**src/design/scpa_pkg.sv**
```systemverilog
// Shared types, codes and helpers for the size-class pool allocator.
`timescale 1ns / 1ps
package scpa_pkg;

  localparam int SIZE_W  = 23;
  localparam int CLASS_W = 4;
  localparam int SLOT_W  = 6;

  // Largest chunk of the top class, in bytes
  localparam int unsigned LAST_CHUNK_BYTES = 65 * 100000;

  // Depth of the queue between front and back
  localparam int QDEPTH = 2;
  localparam int QPTR_W = $clog2(QDEPTH);

  typedef enum logic {
    OP_ALLOC   = 1'b0,
    OP_RELEASE = 1'b1
  } op_t;

  typedef enum logic [2:0] {
    ST_OK          = 3'd0,
    ST_ZERO        = 3'd1,
    ST_TOO_LARGE   = 3'd2,
    ST_FULL        = 3'd3,
    ST_BAD_RELEASE = 3'd4
  } status_t;

  // What the back end must do with a queued item
  typedef enum logic [1:0] {
    K_ALLOC   = 2'd0,
    K_RELEASE = 2'd1,
    K_FAIL    = 2'd2
  } kind_t;

  typedef enum logic {
    B_IDLE = 1'b0,
    B_EXEC = 1'b1
  } back_state_t;

  typedef struct packed {
    op_t                operation;
    logic [SIZE_W-1:0]  request_size;
    logic [CLASS_W-1:0] release_class;
    logic [SLOT_W-1:0]  release_slot;
  } req_t;

  typedef struct packed {
    status_t            status;
    logic [CLASS_W-1:0] granted_class;
    logic [SLOT_W-1:0]  granted_slot;
  } rsp_t;

  // Classified item as it travels through the queue
  typedef struct packed {
    kind_t              kind;
    status_t            status;
    logic [CLASS_W-1:0] cls;
    logic [SLOT_W-1:0]  slot;
  } entry_t;

  typedef struct packed {
    logic full;
    logic empty;
  } q_status_t;

  // Index of the lowest set bit of a 64-bit vector (0 when none is set)
  function automatic logic [SLOT_W-1:0] lowest_set(input logic [63:0] v);
    logic [63:0]       iso;
    logic [SLOT_W-1:0] idx;
    iso = v & (~v + 64'd1);
    idx = '0;
    for (int i = 0; i < 64; i++) begin
      idx = idx | (iso[i] ? SLOT_W'(i) : '0);
    end
    return idx;
  endfunction

endpackage

```
**src/design/scpa_front.sv**
```systemverilog
// Front end: checks each item and picks the size class of an allocate.
`timescale 1ns / 1ps
module scpa_front #(
  parameter int NUM_CLASSES     = 12,
  parameter int SLOTS_PER_CLASS = 64,
  parameter int MIN_CHUNK_BYTES = 4
) (
  input  scpa_pkg::req_t   request,
  output scpa_pkg::entry_t entry
);
  import scpa_pkg::*;

  function automatic int unsigned chunk_bytes(input int c);
    if (c == NUM_CLASSES - 1) begin
      return LAST_CHUNK_BYTES;
    end
    return int'(MIN_CHUNK_BYTES) << c;
  endfunction

  logic [63:0] fits;
  logic        found;
  logic        bad_release;

  // One compare per class, then the first class that fits
  always_comb begin
    fits = '0;
    for (int c = 0; c < NUM_CLASSES; c++) begin
      fits[c] = 32'(request.request_size) <= chunk_bytes(c);
    end
  end

  assign found = |fits;
  assign bad_release = (32'(request.release_class) >= 32'(NUM_CLASSES)) ||
                       (32'(request.release_slot) >= 32'(SLOTS_PER_CLASS));

  always_comb begin
    entry.kind   = K_FAIL;
    entry.status = ST_OK;
    entry.cls    = '0;
    entry.slot   = '0;
    case (request.operation)
      OP_ALLOC: begin
        if (request.request_size == '0) begin
          entry.status = ST_ZERO;
        end else if (!found) begin
          entry.status = ST_TOO_LARGE;
        end else begin
          entry.kind = K_ALLOC;
          entry.cls  = CLASS_W'(lowest_set(fits));
        end
      end
      OP_RELEASE: begin
        if (bad_release) begin
          entry.status = ST_BAD_RELEASE;
        end else begin
          entry.kind = K_RELEASE;
          entry.cls  = request.release_class;
          entry.slot = request.release_slot;
        end
      end
      default: begin
        entry.status = ST_BAD_RELEASE;
      end
    endcase
  end

endmodule

```
**src/design/scpa_queue.sv**
```systemverilog
// Short queue of classified items between front and back end.
`timescale 1ns / 1ps
module scpa_queue (
  input  logic                clk,
  input  logic                rst,
  input  logic                push,
  input  scpa_pkg::entry_t    push_entry,
  input  logic                pop,
  output scpa_pkg::entry_t    head,
  output scpa_pkg::q_status_t qstat
);
  import scpa_pkg::*;

  entry_t              slots [QDEPTH];
  logic [QPTR_W-1:0]   wr_ptr;
  logic [QPTR_W-1:0]   rd_ptr;
  logic [QPTR_W:0]     count;

  assign head        = slots[rd_ptr];
  assign qstat.full  = count == (QPTR_W + 1)'(QDEPTH);
  assign qstat.empty = count == '0;

  // Pointers and fill level
  always_ff @(posedge clk) begin
    if (rst) begin
      wr_ptr <= '0;
      rd_ptr <= '0;
      count  <= '0;
    end else begin
      if (push) begin
        wr_ptr <= (wr_ptr == QPTR_W'(QDEPTH - 1)) ? '0 : wr_ptr + 1'b1;
      end
      if (pop) begin
        rd_ptr <= (rd_ptr == QPTR_W'(QDEPTH - 1)) ? '0 : rd_ptr + 1'b1;
      end
      if (push && !pop) begin
        count <= count + 1'b1;
      end else if (pop && !push) begin
        count <= count - 1'b1;
      end
    end
  end

  // Storage
  always_ff @(posedge clk) begin
    if (push) begin
      slots[wr_ptr] <= push_entry;
    end
  end

endmodule

```
**src/design/scpa_back.sv**
```systemverilog
// Back end: read-modify-write of the class occupancy words.
`timescale 1ns / 1ps
module scpa_back #(
  parameter int NUM_CLASSES     = 12,
  parameter int SLOTS_PER_CLASS = 64
) (
  input  logic                clk,
  input  logic                rst,
  input  scpa_pkg::entry_t    head,
  input  scpa_pkg::q_status_t qstat,
  output logic                pop,
  output logic                done,
  output scpa_pkg::rsp_t      result
);
  import scpa_pkg::*;

  localparam int CIW = $clog2(NUM_CLASSES);
  localparam int SIW = $clog2(SLOTS_PER_CLASS);

  logic [SLOTS_PER_CLASS-1:0] occ [NUM_CLASSES];

  back_state_t                state;
  back_state_t                state_next;
  entry_t                     ent;
  logic [SLOTS_PER_CLASS-1:0] word;

  logic [SLOTS_PER_CLASS-1:0] free_bits;
  logic [SLOT_W-1:0]          pick;
  logic [SLOTS_PER_CLASS-1:0] pick_bit;
  logic [SLOTS_PER_CLASS-1:0] rel_bit;
  logic                       do_write;
  logic [SLOTS_PER_CLASS-1:0] word_next;
  rsp_t                       result_next;

  // Next state
  always_comb begin
    state_next = state;
    case (state)
      B_IDLE:  if (!qstat.empty) state_next = B_EXEC;
      B_EXEC:  state_next = B_IDLE;
      default: state_next = B_IDLE;
    endcase
  end

  // Control outputs
  always_comb begin
    pop = 1'b0;
    case (state)
      B_IDLE:  pop = !qstat.empty;
      B_EXEC:  pop = 1'b0;
      default: pop = 1'b0;
    endcase
  end

  // Lowest free slot and the updated word
  assign free_bits = ~word;
  assign pick      = lowest_set(64'(free_bits));
  assign pick_bit  = SLOTS_PER_CLASS'(1) << pick[SIW-1:0];
  assign rel_bit   = SLOTS_PER_CLASS'(1) << ent.slot[SIW-1:0];

  always_comb begin
    do_write    = 1'b0;
    word_next   = word;
    result_next = '{status: ent.status, granted_class: '0, granted_slot: '0};
    case (ent.kind)
      K_ALLOC: begin
        if (free_bits == '0) begin
          result_next.status = ST_FULL;
        end else begin
          do_write                  = 1'b1;
          word_next                 = word | pick_bit;
          result_next.status        = ST_OK;
          result_next.granted_class = ent.cls;
          result_next.granted_slot  = pick;
        end
      end
      K_RELEASE: begin
        if ((word & rel_bit) == '0) begin
          result_next.status = ST_BAD_RELEASE;
        end else begin
          do_write           = 1'b1;
          word_next          = word & ~rel_bit;
          result_next.status = ST_OK;
        end
      end
      default: ;
    endcase
  end

  // Sequencer and result strobe
  always_ff @(posedge clk) begin
    if (rst) begin
      state <= B_IDLE;
      done  <= 1'b0;
    end else begin
      state <= state_next;
      done  <= state == B_EXEC;
    end
  end

  // Item latch, registered word read and result register
  always_ff @(posedge clk) begin
    if (pop) begin
      ent  <= head;
      word <= occ[head.cls[CIW-1:0]];
    end
    if (state == B_EXEC) begin
      result <= result_next;
    end
  end

  // Occupancy words
  always_ff @(posedge clk) begin
    if (rst) begin
      for (int c = 0; c < NUM_CLASSES; c++) begin
        occ[c] <= '0;
      end
    end else if (state == B_EXEC && do_write) begin
      occ[ent.cls[CIW-1:0]] <= word_next;
    end
  end

endmodule

```
**src/design/size_class_pool_allocator.sv**
```systemverilog
// Top level of the size-class pool allocator.
//
// Usage: drive request and raise start; the item is taken at a rising edge
// where start is high and busy is low. An allocate picks the first size
// class whose chunk covers request_size and grants its lowest free slot; a
// release frees the named slot. Every item gives exactly one result on
// result, shown for one cycle with done high, in the order items were taken.
// When the back end is free, an accepted item goes from the queue to the item
// latch and registered word read, then to result with done. The back end
// ends its read-modify-write of one class occupancy word (registered read,
// priority encode, write-back) before taking the next item. A 2-entry queue
// sits between the classifying front and back ends; busy is high while full.
// Reset (synchronous, active high) frees every slot, empties the queue and
// clears done, all in the reset cycle; no clearing pass follows.
// The receiver cannot stall: each result must be taken while done is high.
`timescale 1ns / 1ps
module size_class_pool_allocator #(
  parameter int NUM_CLASSES     = 12,
  parameter int SLOTS_PER_CLASS = 64,
  parameter int MIN_CHUNK_BYTES = 4
) (
  input  logic           clk,
  input  logic           rst,
  input  logic           start,
  output logic           busy,
  input  scpa_pkg::req_t request,
  output logic           done,
  output scpa_pkg::rsp_t result
);
  import scpa_pkg::*;

  entry_t    front_entry;
  entry_t    head;
  q_status_t qstat;
  logic      push;
  logic      pop;

  assign busy = qstat.full;
  assign push = start && !qstat.full;

  scpa_front #(
    .NUM_CLASSES    (NUM_CLASSES),
    .SLOTS_PER_CLASS(SLOTS_PER_CLASS),
    .MIN_CHUNK_BYTES(MIN_CHUNK_BYTES)
  ) u_front (
    .request(request),
    .entry  (front_entry)
  );

  scpa_queue u_queue (
    .clk       (clk),
    .rst       (rst),
    .push      (push),
    .push_entry(front_entry),
    .pop       (pop),
    .head      (head),
    .qstat     (qstat)
  );

  scpa_back #(
    .NUM_CLASSES    (NUM_CLASSES),
    .SLOTS_PER_CLASS(SLOTS_PER_CLASS)
  ) u_back (
    .clk   (clk),
    .rst   (rst),
    .head  (head),
    .qstat (qstat),
    .pop   (pop),
    .done  (done),
    .result(result)
  );

endmodule

```
**config.mk**
```make
export PLATFORM = sky130hd
export DESIGN_NAME = size_class_pool_allocator
export DESIGN_NICKNAME = d
export VERILOG_FILES = /design/src/design/scpa_pkg.sv /design/src/design/scpa_front.sv /design/src/design/scpa_queue.sv /design/src/design/scpa_back.sv /design/src/design/size_class_pool_allocator.sv
export SDC_FILE = /design/constraint.sdc
export NUM_CORES = 2
export LEC_CHECK = 0
export BUFFER_PORTS_ARGS = -buffer_cell sky130_fd_sc_hd__buf_2
export CORE_UTILIZATION = 50
export DETAILED_ROUTE_END_ITERATION = 12
export PLACE_DENSITY = 0.63
export SLEW_MARGIN = 20
export SYNTH_ARGS = -nofsm -noshare
export SYNTH_HDL_FRONTEND = slang
export SYNTH_SLANG_ARGS = --single-unit
export TNS_END_PERCENT = 50
```
**constraint.sdc**
```tcl
create_clock -name clk -period 15.77 [get_ports clk]
set_clock_uncertainty 0.15 [all_clocks]
set_input_delay 0 -clock clk [delete_from_list [all_inputs] [get_ports clk]]
set_output_delay 0 -clock clk [all_outputs]
set_load 0.03 [all_outputs]
```
==> After elaboration in Yosys (flattened, before gate mapping) <==
Memory sizes are Yosys's and may differ from the RTL's. A register that Yosys moved wholly into a read port is not among the register bits.
Cells that the tools add are included.
{ "totals": {"reg_bits": 34, "latch_bits": 0, "mem_bits_rw": 798, "mem_bits_ro": 0, "inputBits": 37, "out_inout_bits": 15, "wordCells": 352, "mem_count": 2} }
{ "memory_table": {"columns": ["name", "depth", "word_bits", "read_ports", "rd_ports_with_merged_regs", "write_ports", "line", "source"], "rows": [
  ["u_back.occ", 12, 64, 1, 1, 12, "scpa_back.sv:20", "logic [SLOTS_PER_CLASS-1:0] occ [NUM_CLASSES];"],
  ["u_queue.slots", 2, 15, 1, 1, 1, "scpa_queue.sv:14", "entry_t slots [QDEPTH];"]
]} }
{ "classes": {"add_sub_neg": 6, "n_mul": 0, "div_mod_pow": 0, "n_lt_le_gt_ge": 13, "eq_ne": 2, "shifts": 2, "mux": 162, "bitwise_logic": 136, "reduce_logical": 17} }
{ "op_table": {"columns": ["op", "n"], "rows": [
  ["bitwise OR 6 bit", 62],
  ["bitwise OR 4 bit", 59],
  ["2-to-1 mux 6 bit", 33],
  ["bitwise AND 64 bit", 3],
  ["2-to-1 mux 64 bit", 3],
  ["NOT 64 bit", 3],
  ["2-to-1 mux 4 bit", 43],
  ["adder 64 x 1 -> 64 bit, second input constant", 2],
  ["logical NOT 64 bit", 2],
  ["case mux 64 bit (2 select lines)", 1],
  ["<< shifter 1 x 6 -> 64 bit, first input constant", 2],
  ["2-to-1 mux 5 bit", 16],
  ["2-to-1 mux 3 bit", 23],
  ["bitwise AND 12 x 64 -> 64 bit", 1],
  ["NOT 12 -> 64 bit", 1],
  ["bitwise OR 64 bit", 1],
  ["OR reduction 64 bit", 1],
  ["2-to-1 mux 2 bit", 17],
  ["less-or-equal comparator 23 x 10 -> 1 bit, second input constant", 1],
  ["less-or-equal comparator 23 x 11 -> 1 bit, second input constant", 1],
  ["less-or-equal comparator 23 x 12 -> 1 bit, second input constant", 1],
  ["less-or-equal comparator 23 x 13 -> 1 bit, second input constant", 1],
  ["less-or-equal comparator 23 bit, second input constant", 1],
  ["less-or-equal comparator 23 x 3 -> 1 bit, second input constant", 1],
  ["other kinds (26)", 59]
]} }

==> Longest topological paths before layout <==
{ "logic_depth": {"ltp_word": 72, "depth_mapped": 15, "depth_no_buf": 9} }

==> Modules after synthesis <==
Synthesis repeated with hierarchy kept, for this count alone.
{ "unflattened": {"hier_cells": 3387, "area_unflattened_um2": 51227.9} }
{ "by_module_without_submodules": {"columns": ["mod", "instances", "cells_each", "area_per_inst_um2"], "rows": [
  ["scpa_back", 1, 3231, 49324.8],
  ["scpa_queue", 1, 69, 1290.0],
  ["scpa_front", 1, 86, 599.3],
  ["size_class_pool_allocator", 1, 1, 13.8]
]} }

==> Least setup slack after synthesis <==
No wires, ideal clock.
{ "synth_path": {"kind": "register to register", "from": "register u_back.ent[2] (netlist bit)", "to": "memory u_back.occ[12][0] (enable)", "setup_time_ns": 0.565, "arrival_time_ns": 6.508, "path_slack_ns": 8.548, "path_stages_with_launch": 13, "n_path_buf": 3, "period_less_slack_ns": 7.222, "cell_sequence": "edfxtp_1 buf_2 buf_2 buf_2 nor4b_1 a32oi_1 a31oi_1 nand2_1 nand3_1 nor3_2 nor2_1 nand3_1 nor3_1"} }
{ "synth_rtl": {"columns": ["element", "line", "source"], "rows": [
  ["start: declaration", "scpa_back.sv:24", "entry_t ent;"],
  ["start signal: assignment", "scpa_back.sv:104", "ent <= head;"],
  ["end: declaration", "scpa_back.sv:20", null]
]} }

==> reports/metrics.cfg <==
[global_routing]
antenna_found_initial = 2
grt_overflow = 0
grt_pass1_wl_microns = 244000
grt_usage_pct = 30.5
grt_max_degree = 128
grt_pass1_vias = 36800

[timing]
fmax_mhz = 173
hold_viol_final = 0
fin_setup_tns_ns = 0
worst_pin_slew_ns = 1.15
final.period_utilization_pct = 36.7
rsz0062_at_grt = false
final_max_slew_viol_count = 0
max_slew_margin_pct = 23.2
period_needed_ns = 5.78
finalSetupViolCount = 0

[worst_setup_path]
crit_type = reg -> reg
critPathSlowestCell = edfxtp_1
cpLargestDelayFamily = simple AND/OR/NAND/NOR gates
endpoint_kind = flop
startpoint_type = flop
worstPathArrival_ns = 5.96
cpPeakStageDelay_ns = 0.99
path_common_cell = buf_4
r2r-start = u_back.ent[1]
crit_chain = nor2b_1 > a22oi_1 > nor3_1 > a311oi_1 > o311ai_2 > nor3_2 > nor3_4 > nand3_4 > buf_4 > nand2b_4 > buf_4
cp_num_buf_inv = 2
rr_endpoint = u_back.occ[8][47]
crit_path_end = u_back.occ[8][47]
r2r_cells = 11
crit_path_max_fanout = 65
critPathRequiredTime_ns = 15.95
startpoint = u_back.ent[1]
r2r_slack_ns = 9.99
worst-path-stages = 11

[floorplan]
fp.dieArea_sq_mm = 0.107
die_height_microns = 327
num_io_pins = 52
rows = 118
coreArea_sq_mm = 0.104
die_w_microns = 327
start_util_pct = 50.8

[cts]
clk_path_buf_depth = 3
cts_tree = built
h-tree-depth = 3
cts_buffers = 118
cts_resized = 0
cts.sinks = 1153
cts-root-buf = clkbuf_16
postCtsSetupRepairBufs = 0
insertion_delay_ns = 0.72
clk_pin_slew_worst_paths_ns = 0.06

[final_layout]
fill_cells = 8859
nets = 4894
final_cell_mix = 1146 x edfxtp_1, 1091 x nand2_1, 810 x nor2_1, 563 x nand3_1, 129 x a311oi_1
design_area_sq_mm = 0.0581
area_growth_pct = 9.96
layout_commonest_cell = edfxtp_1
drive_gt1_share_pct = 7.96

[detailed_routing]
finalWirelength_microns = 165000
vias_per_cell = 6.15
drt_pre_antenna_iters = 6
postRouteAntennaNets = 0
vias = 38900
drc = 0
avgRoutedWirePerCell_microns = 26.0
drtIter0Drc = 4676

[synthesis]
yosysWarnings = 0
synthTopCellsByArea = edfxtp_1 65%, nand2_1 7.8%, nor2_1 5.8%
synth_area_per_cell_sq_um = 10.6
syn_nets = 5007
synth_edf_count = 1146
yosysTopAreaCell = edfxtp_1
ys_ff_latch = 1153
synth_ff_type = edfxtp_1
async_flop_share_pct = 0
synthCells = 4969
ys_types = 89
syn_area_sq_mm = 0.0528
ys_seq_area_share_pct = 65.4
synth_top_area_share_pct = 65.1

[placement]
dp_hpwl_microns = 99100
place_area_sq_mm = 0.0539
port_buffers = 51
gp_congestion = 1.02

[flow_run]
max_cap_viol_count = 0

[power]
seqPwrFrac_pct = 42.2
p_int_w = 0.00603
p_comb_share_pct = 30.2
cellPowerDensity_mw_per_mm2 = 169
irDropWorstVdd_v = 0.000122
power_leakage_nw = 21.2
switching_share_pct = 38.6
switching_power_w = 0.00380
clockPowerShare_pct = 27.6

[min_path]
hold_depth = 7
hp-class = in -> reg

[status]
outcome = complete, no violations

[worst reg2reg max path, stage by stage (launching register included)]
cell,delay (ns)
edfxtp_1,0.99
nor2b_1,0.65
a22oi_1,0.21
nor3_1,0.26
a311oi_1,0.10
o311ai_2,0.51
nor3_2,0.22
nor3_4,0.45
nand3_4,0.09
buf_4,0.45
nand2b_4,0.54
buf_4,0.61
[final cells by class]
| type | instances | area [sq um] | area share (%) |
|---|---|---|---|
| Sequential cell | 1153 | 34600 | 59.5 |
| Multi-Input combinational cell | 3304 | 16300 | 28.1 |
| Clock buffer | 138 | 3050 | 5.25 |
| Tap cell | 1380 | 1730 | 2.97 |
| Timing Repair Buffer | 178 | 1400 | 2.42 |
| Clock inverter | 77 | 649 | 1.12 |
| Inverter | 101 | 398 | 0.685 |
| Antenna cell | 2 | 5.00 | 0.00861 |
[cells by family after synthesis]
family                     after synthesis  share of synthesized area (%)
DFF                                   1153                           65.4
AOI/OAI and AO/OA                      500                           6.93
muxes                                   22                          0.452
adders and majority gates                1                         0.0237
buffers and inverters                  512                           4.19
xor gates and xnor gates                 5                         0.0829
and+or+nand+nor                       2776                           22.9
[registers in the layout (all words and copies together), names as in the netlist, named ones only]
name and flops:
u_back.ent 15, u_back.occ 1024, u_back.word 64, u_queue.count 2
u_back.result 13, u_back.done 1, u_queue.rd_ptr 1, u_queue.slots 30
u_queue.wr_ptr 1, u_back.state 1
[power by group through the flow]
stage	sequential [W]	combinational, W	clock [W]
2_1_floorplan	0.00400	0.00194	0
3_3_place_gp	0.00419	0.00291	0
3_5_place_dp	0.00419	0.00292	0
4_1_cts	0.00413	0.00294	0.00274
5_1_grt	0.00416	0.00318	0.00285
6_report	0.00415	0.00297	0.00272
[per-layer routing]
metal  vias up  global-route usage (%)  share of wire (%)
met5         -                       0                  0
met4         0                    10.2                3.1
met3       275                    4.27                7.8
met2      1792                    48.9                 47
met1     19400                    43.0                 42
li1      17400                       -                  -
[worst min path at each step]
stage | startpoint | to
after floorplan | request[33] | u_queue.slots[0][10]
after global placement | request[5] | u_queue.slots[1][5]
after detailed placement | request[0] | u_queue.slots[0][0]
after CTS | request[14] | u_queue.slots[1][8]
after global routing | request[8] | u_queue.slots[0][12]
final | request[14] | u_queue.slots[1][8]
[cells in the mapped netlist, types with 9 or more instances]
master	instances
o21ai_0	87
edfxtp_1	1146
a211oi_1	10
and3_1	74
nand4_1	24
a21oi_1	38
nor3_1	28
nor2_2	9
nor2b_1	17
nand3b_1	11
inv_1	99
or3_1	9
nand4b_1	11
o21a_1	10
nor4_1	22
nand3_1	566
nand2b_1	33
nor2_1	811
buf_1	18
and2_1	20
buf_2	160
a311oi_1	129
o31a_1	57
nand2_1	1091
a31oi_1	75
buf_6	10
mux2_2	15
clkbuf_1	218
o22ai_1	9
[per-stage QoR]
step	instances	util (%)	setup slack, ns	hold WS (ns)	power (W)
after floorplan	4969	-	8.55	0.0583	0.00595
after global placement	6071	51.8	10.20	0.160	0.00710
after detailed placement	6072	51.8	10.03	0.161	0.00710
after CTS	6327	55.7	10.01	0.0123	0.00981
after global routing	6331	55.8	9.66	0.109	0.0102
final	6333	55.8	9.99	0.0615	0.00983
[repair_timing]
action,in CTS,in global routing
endpoints found under the setup margin,0,0
hold buffers,40,0
hold endpoints to repair,67,0
Note: power is estimated with default switching activity, not from simulation.
